`config.mk`:
```
export PLATFORM = sky130hd
export DESIGN_NAME = multiword_schoolbook_multiplier
export DESIGN_NICKNAME = d
export VERILOG_FILES = /design/src/hdl/msm_pkg.sv /design/src/hdl/msm_seq.sv /design/src/hdl/msm_mac.sv /design/src/hdl/msm_prod_mem.sv /design/src/hdl/multiword_schoolbook_multiplier.sv
export VERILOG_INCLUDE_DIRS = /design/src /design/src/hdl
export SDC_FILE = /design/constraint.sdc
export NUM_CORES = 2
export LEC_CHECK = 0
export CELL_PAD_IN_SITES_DETAIL_PLACEMENT = 2
export CELL_PAD_IN_SITES_GLOBAL_PLACEMENT = 2
export CORE_ASPECT_RATIO = 0.75
export CORE_MARGIN = 1
export CORE_UTILIZATION = 41
export DETAILED_ROUTE_END_ITERATION = 10
export DONT_BUFFER_PORTS = 1
export PLACE_DENSITY_LB_ADDON = 0.25
export SLEW_MARGIN = 20
export SYNTH_ARGS = -nofsm -noshare
export SYNTH_HDL_FRONTEND = slang
export SYNTH_SLANG_ARGS = --single-unit
```
`constraint.sdc`:
```
create_clock -name clock -period 6.8 [get_ports clock]
set_input_delay 0 -clock clock [delete_from_list [all_inputs] [get_ports clock]]
set_output_delay 0 -clock clock [all_outputs]
set_load 0.01 [all_outputs]
```
`src/hdl/assert_macros.svh`:
```
// Assertion macros for the RTL
`ifndef ASSERT_MACROS_SVH
`define ASSERT_MACROS_SVH

`ifndef NO_ASSERTIONS
`define ASSERT_IMPLIES(lbl, clk, rst, ante, cons) \
   lbl: assert property (@(posedge clk) disable iff (rst) (ante) |-> (cons)) \
      else $error("implication failed");
`define ASSERT_NEXT(lbl, clk, rst, ante, cons) \
   lbl: assert property (@(posedge clk) disable iff (rst) (ante) |=> (cons)) \
      else $error("next-cycle check failed");
`else
`define ASSERT_IMPLIES(lbl, clk, rst, ante, cons)
`define ASSERT_NEXT(lbl, clk, rst, ante, cons)
`endif

`endif

```
`src/hdl/msm_pkg.sv`:
```
package msm_pkg;

   localparam int NUM_WORDS = 8;
   localparam int WORD_W    = 32;
   localparam int WIDX_W    = 3;
   localparam int PWORDS    = 2 * NUM_WORDS;
   localparam int PIDX_W    = 4;
   // column sum of NUM_WORDS products plus incoming carry
   localparam int ACC_W     = 2 * WORD_W + $clog2(NUM_WORDS) + 2;

   typedef struct packed {
      logic [WIDX_W-1:0] word_index;
      logic [WORD_W-1:0] a_word;
      logic [WORD_W-1:0] b_word;
      logic              last_load;
   } req_type;

   typedef struct packed {
      logic [PIDX_W-1:0] product_index;
      logic [WORD_W-1:0] product_word;
      logic              last_word;
   } rsp_type;

   typedef enum logic [2:0] {
      ST_IDLE,
      ST_MAC,
      ST_FLUSH,
      ST_WAIT,
      ST_EMIT
   } state_type;

   // one step of the column scan
   typedef struct packed {
      logic              valid;
      logic              flush;
      logic              col_end;
      logic [WIDX_W-1:0] a_idx;
      logic [WIDX_W-1:0] b_idx;
      logic [PIDX_W-1:0] wpos;
   } tok_type;

   // product word write
   typedef struct packed {
      logic              valid;
      logic              last;
      logic [PIDX_W-1:0] addr;
      logic [WORD_W-1:0] data;
   } pwr_type;

   // product word read for output
   typedef struct packed {
      logic              valid;
      logic              last;
      logic [PIDX_W-1:0] addr;
   } prd_type;

endpackage

```
`src/hdl/msm_seq.sv`:
```
`include "assert_macros.svh"

module msm_seq (
   input  logic            clock,
   input  logic            reset,
   input  logic            start,
   input  logic            last_load,
   input  logic            mac_done,
   output logic            busy,
   output msm_pkg::tok_type tok,
   output msm_pkg::prd_type prd
);
   import msm_pkg::*;

   state_type         state_ff, state_in;
   logic [PIDX_W-1:0] col_ff, col_in;
   logic [WIDX_W-1:0] i_ff, i_in;
   logic [PIDX_W-1:0] k_ff, k_in;

   logic [PIDX_W-1:0] col_dec;
   logic [WIDX_W-1:0] lo;
   logic [WIDX_W-1:0] hi_next;

   always_ff @(posedge clock) begin
      if (reset) begin
         state_ff <= ST_IDLE;
         col_ff   <= '0;
         i_ff     <= '0;
         k_ff     <= '0;
      end else begin
         state_ff <= state_in;
         col_ff   <= col_in;
         i_ff     <= i_in;
         k_ff     <= k_in;
      end
   end

   always_comb begin
      col_dec = col_ff - PIDX_W'(1);
      lo = (col_ff >= PIDX_W'(NUM_WORDS - 1)) ?
           WIDX_W'(col_ff - PIDX_W'(NUM_WORDS - 1)) : '0;
      hi_next = (col_dec >= PIDX_W'(NUM_WORDS - 1)) ?
                WIDX_W'(NUM_WORDS - 1) : WIDX_W'(col_dec);

      state_in = state_ff;
      col_in   = col_ff;
      i_in     = i_ff;
      k_in     = k_ff;
      busy     = (state_ff != ST_IDLE);
      tok      = '0;
      prd      = '0;

      case (state_ff)
         ST_IDLE: begin
            if (start && last_load) begin
               col_in   = PIDX_W'(PWORDS - 2);
               i_in     = WIDX_W'(NUM_WORDS - 1);
               state_in = ST_MAC;
            end
         end
         ST_MAC: begin
            tok.valid   = 1'b1;
            tok.a_idx   = i_ff;
            tok.b_idx   = WIDX_W'(col_ff - PIDX_W'(i_ff));
            tok.col_end = (i_ff == lo);
            tok.wpos    = col_ff + PIDX_W'(1);
            if (tok.col_end) begin
               if (col_ff == '0) begin
                  state_in = ST_FLUSH;
               end else begin
                  col_in = col_dec;
                  i_in   = hi_next;
               end
            end else begin
               i_in = i_ff - WIDX_W'(1);
            end
         end
         ST_FLUSH: begin
            tok.valid   = 1'b1;
            tok.flush   = 1'b1;
            tok.col_end = 1'b1;
            tok.wpos    = '0;
            state_in    = ST_WAIT;
         end
         ST_WAIT: begin
            if (mac_done) begin
               k_in     = '0;
               state_in = ST_EMIT;
            end
         end
         ST_EMIT: begin
            prd.valid = 1'b1;
            prd.addr  = k_ff;
            prd.last  = (k_ff == PIDX_W'(PWORDS - 1));
            k_in      = k_ff + PIDX_W'(1);
            if (prd.last) begin
               state_in = ST_IDLE;
            end
         end
         default: begin
            state_in = ST_IDLE;
         end
      endcase
   end

   `ASSERT_NEXT(a_start_mac, clock, reset, start && !busy && last_load, state_ff == ST_MAC)
   `ASSERT_IMPLIES(a_bidx_range, clock, reset, state_ff == ST_MAC,
                   col_ff >= PIDX_W'(i_ff) && (col_ff - PIDX_W'(i_ff)) < PIDX_W'(NUM_WORDS))
   `ASSERT_IMPLIES(a_done_in_wait, clock, reset, mac_done, state_ff == ST_WAIT)
   `ASSERT_NEXT(a_emit_end, clock, reset, prd.valid && prd.last, state_ff == ST_IDLE)

endmodule

```
`src/hdl/msm_mac.sv`:
```
module msm_mac (
   input  logic             clock,
   input  logic             reset,
   input  logic             load_en,
   input  msm_pkg::req_type req,
   input  msm_pkg::tok_type tok,
   output msm_pkg::pwr_type pwr
);
   import msm_pkg::*;

   logic [WORD_W-1:0] a_store_mem [NUM_WORDS];
   logic [WORD_W-1:0] b_store_mem [NUM_WORDS];

   logic [WORD_W-1:0]   a_rd_ff, b_rd_ff;
   logic [2*WORD_W-1:0] prod_ff;
   tok_type             tok1_ff, tok2_ff;
   logic [ACC_W-1:0]    acc_ff, acc_in;
   logic [ACC_W-1:0]    sum;

   always_ff @(posedge clock) begin
      if (load_en) begin
         a_store_mem[req.word_index] <= req.a_word;
         b_store_mem[req.word_index] <= req.b_word;
      end
      a_rd_ff <= a_store_mem[tok.a_idx];
      b_rd_ff <= b_store_mem[tok.b_idx];
   end

   always_ff @(posedge clock) begin
      if (tok1_ff.flush) begin
         prod_ff <= '0;
      end else begin
         prod_ff <= a_rd_ff * b_rd_ff;
      end
   end

   always_ff @(posedge clock) begin
      if (reset) begin
         tok1_ff <= '0;
         tok2_ff <= '0;
         acc_ff  <= '0;
      end else begin
         tok1_ff <= tok;
         tok2_ff <= tok1_ff;
         acc_ff  <= acc_in;
      end
   end

   always_comb begin
      sum    = acc_ff + ACC_W'(prod_ff);
      acc_in = acc_ff;
      if (tok2_ff.valid) begin
         if (tok2_ff.flush) begin
            acc_in = '0;
         end else if (tok2_ff.col_end) begin
            acc_in = sum >> WORD_W;
         end else begin
            acc_in = sum;
         end
      end
      pwr.valid = tok2_ff.valid && tok2_ff.col_end;
      pwr.last  = tok2_ff.valid && tok2_ff.flush;
      pwr.addr  = tok2_ff.wpos;
      pwr.data  = sum[WORD_W-1:0];
   end

endmodule

```
`src/hdl/msm_prod_mem.sv`:
```
module msm_prod_mem (
   input  logic             clock,
   input  logic             reset,
   input  msm_pkg::pwr_type pwr,
   input  msm_pkg::prd_type prd,
   output logic             rsp_strobe,
   output msm_pkg::rsp_type rsp_data
);
   import msm_pkg::*;

   logic [WORD_W-1:0] prod_mem [PWORDS];

   logic [WORD_W-1:0] rd_data_ff;
   logic [PIDX_W-1:0] rd_idx_ff;
   logic              rd_last_ff;
   logic              strobe_ff;

   always_ff @(posedge clock) begin
      if (pwr.valid) begin
         prod_mem[pwr.addr] <= pwr.data;
      end
      rd_data_ff <= prod_mem[prd.addr];
      rd_idx_ff  <= prd.addr;
      rd_last_ff <= prd.last;
   end

   always_ff @(posedge clock) begin
      if (reset) begin
         strobe_ff <= 1'b0;
      end else begin
         strobe_ff <= prd.valid;
      end
   end

   assign rsp_strobe             = strobe_ff;
   assign rsp_data.product_index = rd_idx_ff;
   assign rsp_data.product_word  = rd_data_ff;
   assign rsp_data.last_word     = rd_last_ff;

endmodule

```
`src/hdl/multiword_schoolbook_multiplier.sv`:
```
// Load items one at a time; busy stays low while loading.
// The item with last_load starts the product: all NUM_WORDS^2 partial products on the one
// 32x32 multiplier (one partial product a cycle), then a flush token to drain.
// The 2*NUM_WORDS product words follow on consecutive cycles, one per strobe.
// Synchronous active-high reset idles the sequencer; operand stores keep no reset.
module multiword_schoolbook_multiplier (
   input  logic             clock,
   input  logic             reset,
   input  logic             start,
   output logic             busy,
   input  msm_pkg::req_type req_data,
   output logic             rsp_strobe,
   output msm_pkg::rsp_type rsp_data
);
   import msm_pkg::*;

   tok_type tok;
   prd_type prd;
   pwr_type pwr;
   logic    load_en;
   logic    mac_done;

   assign load_en  = start && !busy && (int'(req_data.word_index) < NUM_WORDS);
   assign mac_done = pwr.last;

   msm_seq u_seq (
      .clock     (clock),
      .reset     (reset),
      .start     (start),
      .last_load (req_data.last_load),
      .mac_done  (mac_done),
      .busy      (busy),
      .tok       (tok),
      .prd       (prd)
   );

   msm_mac u_mac (
      .clock   (clock),
      .reset   (reset),
      .load_en (load_en),
      .req     (req_data),
      .tok     (tok),
      .pwr     (pwr)
   );

   msm_prod_mem u_prod_mem (
      .clock      (clock),
      .reset      (reset),
      .pwr        (pwr),
      .prd        (prd),
      .rsp_strobe (rsp_strobe),
      .rsp_data   (rsp_data)
   );

endmodule
```
==> results.py <==
metrics = {
    "sta": {
        "finalCritPeriodShare_pct": 111.1,
        "tightest_slew_ns": 1.136,
        "rsz0062_at_grt": "yes",
        "hold_viol_final": 0,
        "clock_skew_ns": 0.07151,
        "setup_viol": 44,
        "finalMaxSlewViolations": 0,
        "max_freq_mhz": 132.4,
        "worst_slew_margin_rel_pct": 23.43,
        "fin_crit_ns": 7.554,
        "hold_slack_ns": 0.02426,
        "final.setup.worst_slack_ns": -0.7543,
    },
    "worst_hold_path": {
        "worstHoldPathType": "in -> reg",
        "worstHoldStart": "start",
        "min_path_cells": 2,
    },
    "clock_tree": {
        "cts_buffers": 147,
        "cts.path.max_buffers": 4,
        "ctsHtreeMaxLevel": 4,
        "clkSinkCount": 1287,
        "cts_tree": "built",
        "clkTransAtPathRegs_ns": 0.06,
        "insertion_delay_ns": 0.83,
        "cts-root-buf": "clkbuf_16",
    },
    "logic_synthesis": {
        "syn_avg_cell_area_um2": 11.28,
        "ys_ff_latch": 1287,
        "ys_types": 85,
        "ys_top_cells_by_count": "edfxtp_1 (1024), inv_1 (922), fa_1 (898)",
        "yosysMostFrequentCell": "edfxtp_1",
        "ys_seq_area_share_pct": 41.91,
        "async_flop_share_pct": 0,
        "ys.warnings.count": 0,
        "synthesis.nets": 8921,
        "synth_edf_count": 1024,
        "synthCells": 7619,
        "synth_area_um2": 85930,
        "synth_top_cell_by_area": "edfxtp_1",
        "ys.flop_type": "edfxtp_1",
        "synth_top_area_share_pct": 35.78,
        "synth.top_cells.by_area": "edfxtp_1 (36%), fa_1 (21%), dfxtp_1 (6.1%)",
    },
    "global_route": {
        "grt_max_degree": 82,
        "grt_pass1_wl_um": 462900,
        "grt-ovfl-total": 0,
        "grt.total_usage_pct": 29.15,
        "grt_pass1_vias": 71100,
        "antenna_found_initial": 18,
    },
    "setup_path": {
        "crit_fanout": 21,
        "start_kind": "flip-flop",
        "cp_slowest_cell": "fa_1",
        "crit_start": "u_mac.b_rd_ff[6]",
        "crit_type": "reg -> reg",
        "path_cells": "buf_12 > buf_4 > nand2_1 > fa_1 > fa_1 > inv_1 > fa_1 > inv_1 > fa_1 > fa_1 > fa_1 > fa_1 > fa_1 > inv_1 > ha_1 > nand4_1 > nor4_4 > nor4_4 > o21ai_4 > o21ai_4 > a31oi_4 > a21o_1 > a31oi_1 > mux2_2",
        "cpMostUsedCell": "fa_1",
        "reg2regPathDepth": 24,
        "r2r-start": "u_mac.b_rd_ff[6]",
        "worst_ep_arrival_time_ns": 8.22,
        "r2r_slack_ns": -0.75,
        "critPathMaxStageDelay_ns": 0.60,
        "required_ns": 7.46,
        "end_kind": "flip-flop",
    },
    "floorplan": {
        "die_h_um": 398.5,
        "fp-row-count": 145,
        "core_um2": 208300,
        "die-area_um2": 211400,
        "die_w_um": 530.6,
        "io_pins": 110,
        "initial_core_util_pct": 41.26,
    },
    "placed_design": {
        "dp.final_hpwl_um": 209800,
        "io_buffer_count": 0,
        "globalplace.congestion": 0.8531,
        "dp_slack_ns": -1.164,
    },
    "route": {
        "ant_nets": 0,
        "routedWlPerCell_um": 28.60,
        "drt_iter0_markers": 4218,
        "post-route-drc-count": 0,
        "wirelength_um": 310200,
        "vias": 61640,
        "vias_per_cell": 5.682,
        "dr.pass1.iters": 5,
    },
    "cells_and_area": {
        "layout-drive-gt1-share_pct": 16.13,
        "fill_cells": 20610,
        "syn_to_final_growth_pct": 17.18,
        "final_nets": 9247,
    },
    "run": {
        "cap_violations": 0,
    },
    "outcome": {
        "status": "finished with violations",
        "failed_checks": "setup timing",
    },
}
-- kinds of logic (layout without fill, tap and decap cells) --
| kind of cell | count (synthesis) | in the layout | share of synthesized area [%] |
|---|---|---|---|
| simple gates | 2102 | 2102 | 12.12 |
| buf+inv | 1405 | 1837 | 6.185 |
| flops | 1287 | 1287 | 41.91 |
| fa+ha+maj | 1231 | 1231 | 25.77 |
| compound gates | 1213 | 1213 | 9.082 |
| mux | 266 | 266 | 3.761 |
| xor+xnor | 115 | 115 | 1.172 |
| other cells | 0 | 5 | 0 |
-- final timing paths --
kind | end
setup / recovery | u_mac.prod_ff[62]
hold / removal | u_mac.b_store_mem[3][6]
setup reg to reg | u_mac.prod_ff[62]
hold reg to reg | u_mac.pwr[33]
-- repair_timing --
| action | in CTS | in global routing |
|---|---|---|
| setup buffers | 52 | 35 |
| gates cloned | 6 | 2 |
| pin swaps | 115 | 93 |
| endpoints found under the hold margin | 779 | 0 |
| resized for setup | 300 | 137 |
| setup endpoints to repair | 48 | 50 |
| hold buffers | 83 | 0 |
-- metal layers --
| layer | up-vias | part of all wire [%] | GRT usage (%) |
|---|---|---|---|
| li1 | 26320 | - | - |
| met1 | 33290 | 44 | 39.76 |
| met2 | 1526 | 49 | 49.64 |
| met3 | 480 | 4.4 | 3.388 |
| met4 | 20 | 2.6 | 6.899 |
| met5 | - | 0.038 | 0 |
-- cell type report --
| type | instances | area [um2] | share of cell area, % |
|---|---|---|---|
| diodes | 5 | 12.51 | 0.01243 |
| clock buffers | 206 | 4093 | 4.064 |
| clock inverters | 49 | 489.2 | 0.4858 |
| inverters | 922 | 3463 | 3.439 |
| multi-input cells | 4927 | 46480 | 46.16 |
| flip-flops and latches | 1287 | 36080 | 35.83 |
| well taps | 2793 | 3495 | 3.471 |
| repair buffers | 660 | 6588 | 6.542 |
-- layout by cell type (no fill, tap or decap), types with 59 or more instances in the layout --
master         count
o21ai_0          329
xnor2_1           59
a21oi_1          263
buf_12            80
ha_1             302
fa_1             867
nor2_1           151
clkbuf_16        151
mux2i_1          102
nor3_1            95
inv_1            887
edfxtp_1        1024
a21o_1            71
dlygate4sd3_1     82
and2_1           545
buf_4            426
nand2_1          804
nand3_1          137
mux2_2           129
dfxtp_1          234
nor2b_1          119
-- per-stage QoR --
step	TNS (ns)	utilization (%)	cells	area, um2
finish	-24.64	48.35	10850	100700
global route	-32.55	48.34	10850	100700
CTS	-14.55	47.95	10820	99880
detailed placement	-32.69	44.42	10430	92520
global placement	-25.42	44.41	10430	92510
floorplan	-0.3282	-	7619	86150
-- state kept, by name, summed over array words and instances (netlist names), 7 cells and up --
signal                 count
u_mac.a_rd_ff             32
u_prod_mem.prod_mem      512
u_mac.a_store_mem        256
u_mac.acc_ff              69
u_mac.tok1_ff              7
u_mac.b_rd_ff             32
u_mac.prod_ff             64
u_mac.b_store_mem        256
u_prod_mem.rd_data_ff     32
-- worst max-delay path, delay by kind of cell, from the launching register on --
family	cells	cell delay, ns
compound gates	5	0.90
fa+ha+maj	9	4.55
buf+inv	5	0.51
flops	1	0.35
mux	1	0.35
simple gates	4	0.73
Power is not shown: default switching activity piles up to over one toggle a cycle in this logic, so the estimate is an artifact.
